==> src/apt_pkg.sv <==
package apt_pkg;

  localparam int FRAC_BITS   = 16;
  localparam int DATA_W      = 32;
  localparam int PROD_W      = 2 * DATA_W;
  localparam int SUM_W       = PROD_W + 1;
  localparam int SH_W        = SUM_W - FRAC_BITS;
  localparam int WIDE_W      = SH_W + 2;
  localparam int NUM_W       = 2 * FRAC_BITS + 1;
  localparam int CNT_W       = $clog2(NUM_W + 1);
  localparam int REG_IDX_W   = 3;
  localparam int QUEUE_DEPTH = 4;
  localparam int QPTR_W      = $clog2(QUEUE_DEPTH);
  localparam int QCNT_W      = $clog2(QUEUE_DEPTH + 1);
  localparam int IN_DATA_W   = 4 * DATA_W;
  localparam int OUT_DATA_W  = 2 * DATA_W;

  typedef logic signed [DATA_W-1:0] data_t;
  typedef logic signed [PROD_W-1:0] prod_t;
  typedef logic signed [SUM_W-1:0]  sum_t;
  typedef logic signed [SH_W-1:0]   shr_t;
  typedef logic signed [WIDE_W-1:0] wide_t;

  // register indexes on the configuration port
  typedef enum logic [REG_IDX_W-1:0] {
    REG_COEF_A   = 3'd0,
    REG_COEF_B   = 3'd1,
    REG_COEF_C   = 3'd2,
    REG_COEF_D   = 3'd3,
    REG_OFFSET_X = 3'd4,
    REG_OFFSET_Y = 3'd5
  } reg_idx_t;

  localparam logic ACT_INV = 1'b1;

  // matrix, offsets and the inverted matrix handed to the front end
  typedef struct packed {
    data_t a;
    data_t b;
    data_t c;
    data_t d;
    data_t ox;
    data_t oy;
    data_t ta;
    data_t tb;
    data_t tc;
    data_t td;
    logic  inv_sat;
    logic  sing;
  } cfg_view_t;

  // one classified word on its way to the arithmetic back end
  typedef struct packed {
    logic  inv;
    data_t m0;
    data_t m1;
    data_t m2;
    data_t m3;
    data_t px;
    data_t py;
    data_t t0;
    data_t t1;
    logic  sat;
    logic  sing;
  } item_t;

  // clamp to the signed data range, flag in the top bit
  function automatic logic [DATA_W:0] sat_data(input wide_t v);
    wide_t mx;
    wide_t mn;
    mx = {{(WIDE_W-DATA_W+1){1'b0}}, {(DATA_W-1){1'b1}}};
    mn = {{(WIDE_W-DATA_W+1){1'b1}}, {(DATA_W-1){1'b0}}};
    if (v > mx) return {1'b1, mx[DATA_W-1:0]};
    if (v < mn) return {1'b1, mn[DATA_W-1:0]};
    return {1'b0, v[DATA_W-1:0]};
  endfunction

endpackage

==> src/apt_queue.sv <==
module apt_queue (
  input  logic              clk,
  input  logic              rst_n,
  input  logic              wr_valid,
  output logic              wr_ready,
  input  apt_pkg::item_t    wr_item,
  output logic              rd_valid,
  input  logic              rd_en,
  output apt_pkg::item_t    rd_item
);
  import apt_pkg::*;

  item_t mem_r [QUEUE_DEPTH];
  logic [QPTR_W-1:0] wp_r, rp_r;
  logic [QCNT_W-1:0] cnt_r;
  logic push, pop;

  assign wr_ready = (cnt_r != QCNT_W'(QUEUE_DEPTH));
  assign rd_valid = (cnt_r != '0);
  assign push     = wr_valid && wr_ready;
  assign pop      = rd_en && rd_valid;
  assign rd_item  = mem_r[rp_r];

  // storage
  always_ff @(posedge clk) begin
    if (push) mem_r[wp_r] <= wr_item;
  end

  // pointers and fill count
  always_ff @(posedge clk) begin
    if (!rst_n) begin
      wp_r  <= '0;
      rp_r  <= '0;
      cnt_r <= '0;
    end else begin
      if (push) wp_r <= wp_r + 1'b1;
      if (pop)  rp_r <= rp_r + 1'b1;
      if (push && !pop) cnt_r <= cnt_r + 1'b1;
      else if (pop && !push) cnt_r <= cnt_r - 1'b1;
    end
  end

endmodule

==> config.mk <==
export PLATFORM = sky130hd
export DESIGN_NAME = apt_queue
export DESIGN_NICKNAME = d
export VERILOG_FILES = /design/src/apt_pkg.sv /design/src/apt_queue.sv
export SDC_FILE = /design/constraint.sdc
export NUM_CORES = 1
export LEC_CHECK = 0
export ABC_AREA = 1
export BUFFER_PORTS_ARGS = -buffer_cell sky130_fd_sc_hd__buf_2
export CAP_MARGIN = 20
export CORE_ASPECT_RATIO = 2
export CORE_MARGIN = 1
export CORE_UTILIZATION = 40
export CTS_CLUSTER_DIAMETER = 100
export CTS_CLUSTER_SIZE = 28
export DETAILED_ROUTE_END_ITERATION = 8
export PLACE_DENSITY_LB_ADDON = 0.12
export SYNTH_ARGS = -nofsm -noshare
export SYNTH_HDL_FRONTEND = slang
export SYNTH_SLANG_ARGS = --single-unit
==> constraint.sdc <==
create_clock -name clk -period 18.2 [get_ports clk]
set_clock_uncertainty 0.15 [all_clocks]
set_input_delay 2.73 -clock clk [delete_from_list [all_inputs] [get_ports clk]]
set_output_delay 2.73 -clock clk [all_outputs]
set_load 0.1 [all_outputs]
# ---- Yosys cells after proc, flatten, opt, wreduce, memory -nomap -nowiden
# Memory sizes are Yosys's and may differ from the RTL's. A register that Yosys moved wholly into a read port is not among the register bits.
# Index checks and enable logic that the tools add are counted.
dict set report word_totals {
  register_bits 7
  ramBits 1036
  in_bits 263
  output_inout_bits 261
  elab_cells 23
  memories 1
}
# memory depth width read_ports rd_ports_with_merged_regs wr line
set memory_table {}
lappend memory_table {mem_r 4 259 1 1 1 apt_queue.sv:13} ;# item_t mem_r [QUEUE_DEPTH];
dict set report op_classes {
  n_addsub 4
  n_eq_ne 1
  n_mux 6
  n_reduce_logical 8
}
# cell count
set op_table {}
lappend op_table {{3-bit 2-to-1 mux} 2}
lappend op_table {{2-bit by 1-bit adder with 2-bit output (second input constant)} 2}
lappend op_table {{1-bit logical AND} 4}
lappend op_table {{2-bit 2-to-1 mux} 2}
lappend op_table {{3-bit by 1-bit adder with 3-bit output (second input constant)} 1}
lappend op_table {{3-bit inequality test (second input constant)} 1}
lappend op_table {{3-bit nonzero test} 1}
lappend op_table {{3-bit by 1-bit subtractor with 3-bit output (second input constant)} 1}
lappend op_table {{1-bit zero test} 2}
lappend op_table {{1-bit 2-to-1 mux} 2}
lappend op_table {{2-bit nonzero test} 1}

# ---- Logic depth before layout (Yosys ltp)
dict set report logic_depth {
  depth_word 6
  depth_mapped 13
  ltp_nobuf 13
}

# ---- Worst setup path before layout
# OpenSTA, ideal clock, no wires.
dict set report synth_timing {
  kind {input -> register}
  start {input wr_valid}
  end {memory mem_r[0][0] in the netlist's numbering, enable pin}
  arrival_time_ps 13654
  required_time_ps 17165
  setup_slack_ps 3511
  cell_stages 2
  path_buffers 0
  cell_sequence {nand2_1 -> nor2_1}
}
dict set report synth_between {
  elab_chain_cells 3
}
# item line
set synth_rtl {}
lappend synth_rtl {{from (decl)} apt_queue.sv:4} ;# input logic wr_valid,
lappend synth_rtl {{1-bit logical AND} apt_queue.sv:20} ;# assign push = wr_valid && wr_ready;
lappend synth_rtl {{1-bit 2-to-1 mux} apt_queue.sv:26} ;# if (push) mem_r[wp_r] <= wr_item;
lappend synth_rtl {{1-bit 2-to-1 mux (not written as such)} apt_queue.sv:26}
lappend synth_rtl {{to (decl)} apt_queue.sv:13}
# No other way between the ends.

==> metrics.md <==
| Metric | Value |
|---|---|
| Nets | around 3300 |
| Power Density | 175 nW/um^2 |
| First-pass DRT Iterations | 5 |
| CTS H-Tree Depth | 2 |
| FMAX | approximately 140 MHz |
| Final antenna-violating net count | 0 |
| Via Count | about 23000 |
| First-pass GRT wire length | 143000 um |
| Least-Margin Pin Slew | about 1.1 ns |
| Area grow syn2layout | 12.8% |
| Number of distinct library cells after synthesis | 19 |
| Clk slew on worst S/H paths | between 0.1 and 0.15 ns |
| Most frequent cell after synthesis | edfxtp_1 |
| Row count | 160 |
| All-layer global routing usage | 19.2% |
| Synth Area per Inst | between 10 and 15 sq um |
| Seq pwr share | 39.1% |
| Setup ws final | roughly 11 ns |
| Starting DRC count in detailed routing | between 1000 and 1500 |
| Hold/Removal Path Class | flop to flop |
| Hold_sp | rp_r[0] |
| Final Hold Fails | 0 |
| Netlist area before placement | 38500 sq um |
| WL/cell | ~23 um |
| Sw frac | around half |
| Core region area | approximately 95000 sq um |
| Initial Utilization | between 40 and 50% |
| Post-synthesis async set-or-reset flop share | 0% |
| Die area | between 90000 and 100000 sq um |
| Crit-path max FO | approximately 240 |
| Largest net degree at the start of global routing | between 200 and 250 |
| Clk_lat worst skew | 0.63 ns |
| CTS tree | yes |
| DR vias/cell | around 5.4 |
| Pint | about 3.8 mW |
| Initial antenna violation count | between 50 and 60 |
| Num Clock Sinks | 1045 |
| Placed Area | 42200 sq um |
| Dominant synthesized flop cell | edfxtp_1 |
| Net Switching | approximately 3.8 mW |
| Post-Synthesis Cells | ~2600 |
| Reg-to-reg critical path startpoint | cnt_r[0] |
| Clock group share of total power | between 10% and 20% |
| IO Pins | between 500 and 600 |
| Buffers on Ports | between 500 and 600 |
| Critical Path AT | about 4.2 ns |
| Maxcap violations | 0 |
| Share of cells above drive strength 1 | between 20 and 25% |
| Grt total ovfl | 0 |
| Placed insts | roughly 4200 |
| Req. time, crit path | roughly 15 ns |
| Status | finished clean |
| #FFs+latches synth | approximately 1000 |
| Post-synthesis sequential area ratio | around four fifths |
| CP Launch Type | flop |
| Count of final setup violators | 0 |
| Crit end category | primary output |
| Setup Slack @ Placement | 11.59 ns |
| Non-Filler Instances | roughly 4200 |
| Fin crit period | between 7 and 8 ns |
| RSZ-0062 raised after global routing | no |
| DR DRC count | 0 |
| Root buffer cell | clkbuf_16 |
| Die Ht | 441 um |
| Routed Wire Length | between 90000 and 100000 um |
| Max Transition Viols Final | 0 |
| Synth cell count leaders | edfxtp_1 (1036), nor2_1 (532), o21ai_0 (519) |
| Max IR drop VDD | around 0.00015 V |
| Leak | between 10 and 15 nW |
| Hold_buf cts | 0 |
| TNS Setup | 0 ns |
| Hold Slack | approximately 0.37 ns |
| Tot Pwr | 7.61 mW |
| Number of global-route vias before repair | roughly 23000 |
| Area share of the largest cell type after synthesis | 80.7% |
| Fin util | a little under half |
| Tcrit/Tclk final | between 30% and 40% |
| Post-cts resize count | 0 |
| Gate power share | 45.9% |
| # Post-CTS Setup Buffers | 0 |
| DP Wirelength | approximately 55000 um |
| Top cells by area, synth | edfxtp_1 (81%), o21ai_0 (6.7%), nor2_1 (5.2%) |
| Worst slew margin | between 20% and 30% |
| Yosys warnings | 0 |
| Post-synthesis net count | 2842 |
| Num CTS Buffers | 43 |
| Global placer's final weighted congestion | 0.747 |
| Chip width | ~220 um |
| CTS max path bufs | 3 |
| Design area | between 40000 and 50000 sq um |
| CP Class | flop to primary output |
| Synth area leader | edfxtp_1 |
| Post-synth EDFFs | ~1000 |
## layout by cell type, fill, tap and decap left out, types with 14 or more instances in the layout
cell type	n
o21ai_0	519
nand2_1	15
edfxtp_1	1036
inv_1	14
o22ai_1	259
diode_2	18
nor2_1	528
buf_2	523
clkbuf_16	45
buf_4	28
## metal layers
| layer | global-route usage [%] | wire, um |
|---|---|---|
| met2 | 32.5 | 47300 |
| met1 | 22.9 | 37500 |
| met4 | 5.87 | 2420 |
| met5 | 0 | 412 |
| met3 | 6.90 | 8700 |
## path summary, 6_finish.rpt
check	depth (start not counted)	slack (ns)	endpoint
worst max-delay path	6	11.12	rd_item[129]
worst min register to register	2	0.37	rp_r[0]
worst max register to register	7	14.11	mem_r[0][127]
worst min-delay path	2	0.37	rp_r[0]
## area by class of cell
class                           count  area, sq um
Inverter                           16         81.3
Sequential cell                  1045        31300
Multi-Input combinational cell   1340         6430
Fill cell                        8433        51800
Clock buffer                       53         1160
Antenna cell                       18         45.0
Timing Repair Buffer              554         2900
Clock inverter                      1         20.0
Tap cell                         1215         1520
## flip-flops by register name, summed over array words and instances, names as in the netlist, named ones only
signal and flops:
mem_r 1036, rp_r 2, cnt_r 3, wp_r 2
## power by group through the flow
stage | clock network (mW) | logic [mW] | registers (mW)
final | 1.14 | 3.49 | 2.98
after global placement | 0 | 3.49 | 3.02
after CTS | 1.19 | 3.52 | 2.98
after floorplan | 0 | 2.83 | 3.12
after global routing | 1.25 | 3.65 | 3.00
after detailed placement | 0 | 3.52 | 3.04
## cell families (layout without fill, tap and decap cells)
group	Yosys count	in the layout	share of synthesized area [%]
buf+inv	188	624	2.17
fa+ha+maj	6	6	0.214
other cells	0	18	0
compound gates	781	781	11.0
simple gates	552	552	5.40
xor+xnor	1	1	0.0227
flops	1045	1045	81.2
## critical path, stage by stage, from the launching register on
cell and delay (ns):
dfxtp_4 0.41, inv_16 0.43, buf_4 0.87, buf_4 0.80, o21ai_0 0.17, o22ai_1 0.25, buf_2 0.48
No activity file was read; power rests on OpenSTA's default activity.
