--- src/apt_pkg.sv ---
package apt_pkg;

  localparam int FRAC_BITS   = 16;
  localparam int DATA_W      = 32;
  localparam int PROD_W      = 2 * DATA_W;
  localparam int SUM_W       = PROD_W + 1;
  localparam int SH_W        = SUM_W - FRAC_BITS;
  localparam int WIDE_W      = SH_W + 2;
  localparam int NUM_W       = 2 * FRAC_BITS + 1;
  localparam int CNT_W       = $clog2(NUM_W + 1);
  localparam int REG_IDX_W   = 3;
  localparam int QUEUE_DEPTH = 4;
  localparam int QPTR_W      = $clog2(QUEUE_DEPTH);
  localparam int QCNT_W      = $clog2(QUEUE_DEPTH + 1);
  localparam int IN_DATA_W   = 4 * DATA_W;
  localparam int OUT_DATA_W  = 2 * DATA_W;

  typedef logic signed [DATA_W-1:0] data_t;
  typedef logic signed [PROD_W-1:0] prod_t;
  typedef logic signed [SUM_W-1:0]  sum_t;
  typedef logic signed [SH_W-1:0]   shr_t;
  typedef logic signed [WIDE_W-1:0] wide_t;

  // register indexes on the configuration port
  typedef enum logic [REG_IDX_W-1:0] {
    REG_COEF_A   = 3'd0,
    REG_COEF_B   = 3'd1,
    REG_COEF_C   = 3'd2,
    REG_COEF_D   = 3'd3,
    REG_OFFSET_X = 3'd4,
    REG_OFFSET_Y = 3'd5
  } reg_idx_t;

  localparam logic ACT_INV = 1'b1;

  // matrix, offsets and the inverted matrix handed to the front end
  typedef struct packed {
    data_t a;
    data_t b;
    data_t c;
    data_t d;
    data_t ox;
    data_t oy;
    data_t ta;
    data_t tb;
    data_t tc;
    data_t td;
    logic  inv_sat;
    logic  sing;
  } cfg_view_t;

  // one classified word on its way to the arithmetic back end
  typedef struct packed {
    logic  inv;
    data_t m0;
    data_t m1;
    data_t m2;
    data_t m3;
    data_t px;
    data_t py;
    data_t t0;
    data_t t1;
    logic  sat;
    logic  sing;
  } item_t;

  // clamp to the signed data range, flag in the top bit
  function automatic logic [DATA_W:0] sat_data(input wide_t v);
    wide_t mx;
    wide_t mn;
    mx = {{(WIDE_W-DATA_W+1){1'b0}}, {(DATA_W-1){1'b1}}};
    mn = {{(WIDE_W-DATA_W+1){1'b1}}, {(DATA_W-1){1'b0}}};
    if (v > mx) return {1'b1, mx[DATA_W-1:0]};
    if (v < mn) return {1'b1, mn[DATA_W-1:0]};
    return {1'b0, v[DATA_W-1:0]};
  endfunction

endpackage

--- src/apt_front.sv ---
module apt_front (
  input  logic                             clk,
  input  logic                             rst_n,
  input  logic                             in_tvalid,
  output logic                             in_tready,
  input  logic [apt_pkg::IN_DATA_W-1:0]    in_tdata,
  input  logic                             in_tuser,
  input  apt_pkg::cfg_view_t               cv,
  input  logic                             setup_busy,
  output logic                             f_valid,
  output apt_pkg::item_t                   f_item,
  input  logic                             f_ready
);
  import apt_pkg::*;

  logic  f_valid_r;
  item_t f_item_r;
  item_t item_nxt;
  data_t px, py, gx, gy;
  logic [DATA_W:0] tx, ty;

  // split the word and pick coefficients by action
  always_comb begin
    px = in_tdata[DATA_W-1:0];
    py = in_tdata[2*DATA_W-1:DATA_W];
    gx = in_tdata[3*DATA_W-1:2*DATA_W];
    gy = in_tdata[4*DATA_W-1:3*DATA_W];
    tx = sat_data(WIDE_W'(cv.ox) + WIDE_W'(gx));
    ty = sat_data(WIDE_W'(cv.oy) + WIDE_W'(gy));
    item_nxt.inv = (in_tuser == ACT_INV);
    item_nxt.px  = px;
    item_nxt.py  = py;
    if (in_tuser == ACT_INV) begin
      item_nxt.m0   = cv.ta;
      item_nxt.m1   = cv.tc;
      item_nxt.m2   = cv.tb;
      item_nxt.m3   = cv.td;
      item_nxt.t0   = tx[DATA_W-1:0];
      item_nxt.t1   = ty[DATA_W-1:0];
      item_nxt.sat  = cv.inv_sat | tx[DATA_W] | ty[DATA_W];
      item_nxt.sing = cv.sing;
    end else begin
      item_nxt.m0   = cv.a;
      item_nxt.m1   = cv.c;
      item_nxt.m2   = cv.b;
      item_nxt.m3   = cv.d;
      item_nxt.t0   = cv.ox;
      item_nxt.t1   = cv.oy;
      item_nxt.sat  = 1'b0;
      item_nxt.sing = 1'b0;
    end
  end

  assign in_tready = !setup_busy && (!f_valid_r || f_ready);

  // input register
  always_ff @(posedge clk) begin
    if (!rst_n) begin
      f_valid_r <= 1'b0;
    end else begin
      if (in_tvalid && in_tready) begin
        f_valid_r <= 1'b1;
        f_item_r  <= item_nxt;
      end else if (f_ready) begin
        f_valid_r <= 1'b0;
      end
    end
  end

  assign f_valid = f_valid_r;
  assign f_item  = f_item_r;

endmodule

--- config.mk ---
export PLATFORM = sky130hd
export DESIGN_NAME = apt_front
export DESIGN_NICKNAME = d
export VERILOG_FILES = /design/src/apt_pkg.sv /design/src/apt_front.sv
export SDC_FILE = /design/constraint.sdc
export NUM_CORES = 1
export LEC_CHECK = 0
export BUFFER_PORTS_ARGS = -buffer_cell sky130_fd_sc_hd__buf_2
export CELL_PAD_IN_SITES_DETAIL_PLACEMENT = 1
export CELL_PAD_IN_SITES_GLOBAL_PLACEMENT = 1
export CORE_AREA = 2 2 278 280
export DETAILED_ROUTE_END_ITERATION = 7
export DIE_AREA = 0 0 280 282
export PLACE_DENSITY = 0.48
export REMOVE_ABC_BUFFERS = 1
export SLEW_MARGIN = 10
export SYNTH_ARGS = -nofsm -noshare
export SYNTH_HDL_FRONTEND = slang
export SYNTH_SLANG_ARGS = --single-unit
--- constraint.sdc ---
create_clock -name clk -period 10.4 [get_ports clk]
set_input_delay 1.56 -clock clk [delete_from_list [all_inputs] [get_ports clk]]
set_output_delay 1.56 -clock clk [all_outputs]
set_load 0.01 [all_outputs]
Word-level counts from Yosys, hierarchy flattened

Cells that the tools add are included.

Output and inout port bits: 261
Register bits: 260

$lt $le $gt $ge: 4
Add/sub/neg operators: 2
Reductions and logical operators: 7
Multiplexer cells: 18
Bitwise logic cells: 2

Operators with widths:

| cell                                                          | count |
|---|---|
| 2-to-1 mux 33 bit                                             | 8 |
| 2-to-1 mux 128 bit                                            | 1 |
| adder 32 x 32 -> 33 bit                                       | 2 |
| > comparator 33 x 32 -> 1 bit (second input constant)         | 2 |
| less-than comparator 33 x 32 -> 1 bit (second input constant) | 2 |
| 2-to-1 mux 66 bit                                             | 1 |
| 2-to-1 mux 1 bit                                              | 8 |
| logical AND 1 bit                                             | 2 |
| logical NOT 1 bit                                             | 2 |
| OR 1 bit                                                      | 2 |
| AND reduction 2 bit                                           | 1 |
| nonzero test 2 bit                                            | 1 |
| logical OR 1 bit                                              | 1 |

Depth between registers and ports, before layout

Depth after elaboration: 9
Gate-level depth with buffers: 14
Depth with buffers taken out: 12

Worst setup path after synthesis

No wires, ideal clock.

Path type: input port to flip-flop
From: input port f_ready
To: register f_item_r, in the netlist f_item[0] (enable)
Data required time: 9.744 ns
Arrival: 7.802 ns
Path slack: 1.942 ns
Library setup time: 0.656 ns
Stages: 3
Cells stage by stage: nor2b_1 > nor2_1 > and3_1

Cells in the longest elaborated chain, start to end: 4

Ends and longest elaborated chain:

| item                          | RTL line        | text |
|---|---|---|
| from (decl)                   | apt_front.sv:12 | `input logic f_ready` |
| logical OR 1 bit              | apt_front.sv:54 | `assign in_tready = !setup_busy && (!f_valid_r \|\| f_ready);` |
| logical AND 1 bit             | apt_front.sv:54 |  |
| named net in_tready           | apt_front.sv:5  | `output logic in_tready,` |
| logical AND 1 bit             | apt_front.sv:61 | `if (in_tvalid && in_tready) begin` |
| AND reduction 2 bit (no line) | n/a             |  |
| to (signal assigned)          | apt_front.sv:63 | `f_item_r <= item_nxt;` |
| to (decl)                     | apt_front.sv:17 | `item_t f_item_r;` |

The timed path passes the listed nets, and every way through them passes these cells.
A chain may end at the register's enable or synchronous reset.

==> impl_results.md <==
- Synthesized cell area: 0.01378 mm^2
- Final setup violation count: 0
- Worst hold path class: flip-flop to flip-flop
- Clock power share: 0.414
- Unrepaired setup endpoints after global routing: false
- Dpl hpwl: 49930 um
- Post-synth top flop: edfxtp_1
- Drt pass-1 iters: 4
- Gpl congestion: 0.8777
- Multi-input logic area: 0.005589 mm^2
- Num CTS Buffers: 36
- Floorplan row count: 101
- Distinct cells, synth: 68
- Worst Setup Start Kind: input pin
- Critical path required time: 10.63 ns
- Fin crit period: 4.658 ns
- Status: completed
- Fin util: 0.2594
- Internal power: 2198 uW
- DRC errors left: 0
- Mapped Avg Cell Area: 12.84 um^2
- Fmax: 214.7 MHz
- Critical path class: input pin to flip-flop
- Sequential share of the synthesized area: 0.5658
- Slew headroom: 0.2312
- Setup Skew: 0.01769 ns
- Vias: 11768
- Hold Fails Final Rpt: 0
- PortBufs: 716
- Register bit total from synthesis: 260
- Comb pwr share: 0.182
- Clk_lat worst skew: 0.55 ns
- Die ar.: 0.07896 mm^2
- Clk sinks: 260
- Post-Syn Instances: 1073
- CTS root buf: clkbuf_16
- Part of the power in registers: 0.404
- Initial antenna violation count: 38
- Largest net degree at the start of global routing: 157
- NumNets Final: 2311
- CTS tree: built
- Peak supply drop: 0.07566 mV
- Overall routed net length: 61560 um
- Io pins: 717
- Vias in the first global route: 12419
- Net Sw Power: 817.8 uW
- Area growth, synth to finish: 42.48%
- Setup_tns: 0 ns
- Vias per cell: 4.186
- MaxCap Viol Count: 0
- H-tree Lvls: 2
- Clock buffer depth: 3
- Worst hold slack: 0.6557 ns
- CP Max Fanout: 31
- Gr usage total: 0.1475
- Setup bufs post-CTS: 0
- Crit path DAT: 4.89 ns
- Number of synthesized flops with an enable pin: 259
- Hold Buf Count CTS: 0
- Routed WL per cell: 21.90 um
- Pwr per Cell Area: 153.6 mW/mm^2
- Synth area leaders: edfxtp_1, mux2_2, ha_1, a21oi_1, nand2_1
- Slew Viols, Final: 0
- CP endpoint kind: flip-flop
- Tightest Pin Transition: 1.129 ns
- Grt ovf: 0
- FFs w/ async S/R, synth: 0
- YS warnings: 0
- P_leak: 0.008328 uW
- Tcrit/Tclk final: 0.4478
- Layout cells sized above 1: 0.5094
- Reg clk slew, reported paths: 0.05 ns
- First-pass GRT wire length: 85660 um
- Cell taking the most area after synthesis: edfxtp_1
- Die Width: 280 um
- 1st-iter DRT viols: 623
- Core Area: 0.07570 mm^2
- Register Area: 0.007797 mm^2
- Chip height: 282 um
- Top cell type's share of synthesized area: 0.5644
- Initial core utilization: 0.1821
- Post-cts gate resize count: 0
- Fill cells: 8708
- ANT nets after route: 0
- Sw frac: 0.2712
[synth_stat cells, types with 5 or more instances]
master / n
a211oi_1: 9
a21o_1: 24
a21oi_1: 89
a311oi_1: 5
a31oi_1: 9
and2_1: 5
and3_1: 11
buf_2: 5
buf_4: 5
buf_6: 6
clkbuf_1: 25
edfxtp_1: 259
ha_1: 64
inv_1: 47
mux2_2: 128
nand2_1: 73
nand2b_1: 6
nand3_1: 16
nand4_1: 6
nor2_1: 68
nor2b_1: 7
nor3_1: 7
o211ai_1: 7
o21a_1: 9
o21ai_0: 28
o21ai_1: 6
o21bai_1: 10
o221ai_1: 19
o221ai_2: 10
xnor2_1: 27
xor2_1: 28
[path summary, 6_finish.rpt]
| kind | start | end | slack, ns | cells after the start |
|---|---|---|---|---|
| setup / recovery | in_tdata[65] | f_item[58] | 5.74 | 11 |
| hold / removal | f_valid | f_valid | 0.66 | 2 |
| setup reg to reg | f_valid | f_item[105] | 7.81 | 4 |
| hold reg to reg | f_valid | f_valid | 0.66 | 2 |
[per-layer routing]
metal  up-vias  GRT usage  routed length [um]
li1       5559          -                   -
met4        18    0.03908                1806
met3       100    0.04508                4455
met5         -          0                 107
met1      5695     0.1637               23550
met2       396     0.2716               31630
[power groups by stage]
stage          Sequential (uW)  Clock, uW  Combinational, uW
5_1_grt                   1220       1330                610
3_5_place_dp              1240          0                554
2_1_floorplan             1270          0                294
6_report                  1220       1250                548
3_3_place_gp              1240          0                548
4_1_cts                   1220       1310                557
[critical path, stage by stage]
cell      delay, ns
buf_2          0.11
ha_1           0.30
a211oi_1       0.36
o211ai_1       0.19
a41oi_2        0.43
nand4b_1       0.25
nand4_2        0.20
o21ai_2        0.10
nor2_1         0.22
mux2i_4        0.97
a21oi_1        0.17
[cells by family (layout without fill, tap and decap cells)]
kind of cell | Yosys count | after routing | synth area share
AO/OA/AOI/OAI | 258 | 258 | 0.1302
adder cells (fa/ha/maj) | 66 | 66 | 0.06101
AND/OR/NAND/NOR | 214 | 214 | 0.07173
other | 0 | 17 | 0
flip-flops | 260 | 260 | 0.5658
multiplexers | 130 | 130 | 0.1067
buffers and inverters | 90 | 833 | 0.02960
XOR/XNOR | 55 | 55 | 0.03496
[final cells by class]
| cell class | instances | area share |
|---|---|---|
| clock inverters | 19 | 0.01147 |
| inverters | 47 | 0.008985 |
| repair buffers | 721 | 0.1855 |
| clock buffers | 46 | 0.04779 |
| flip-flops and latches | 260 | 0.3971 |
| diodes | 17 | 0.002167 |
| multi-input cells | 723 | 0.2846 |
| well taps | 978 | 0.06232 |
[cells in the final DEF, fill, tap and decap left out, types with 27 or more instances in the layout]
master	synthesis	layout
a21oi_1	89	89
buf_2	5	715
clkbuf_16	0	36
edfxtp_1	259	259
ha_1	64	64
inv_1	47	47
mux2_2	128	128
nand2_1	73	73
nor2_1	68	68
o21ai_0	28	28
xnor2_1	27	27
xor2_1	28	28
[registers in the layout (all words and copies together), names as in the netlist]
signal	count
f_item	259
f_valid	1
[stage by stage]
| stage | cell area, um^2 | cells | setup WS, ns | total power, uW |
|---|---|---|---|---|
| after floorplan | 13550 | 1030 | 1.942 | 1561 |
| after global placement | 18430 | 2729 | 5.231 | 1788 |
| after detailed placement | 18430 | 2729 | 5.093 | 1795 |
| after CTS | 19590 | 2794 | 5.677 | 3082 |
| after global routing | 19610 | 2801 | 5.376 | 3167 |
| final | 19640 | 2811 | 5.742 | 3015 |
Note: power is estimated with default switching activity, not from simulation.
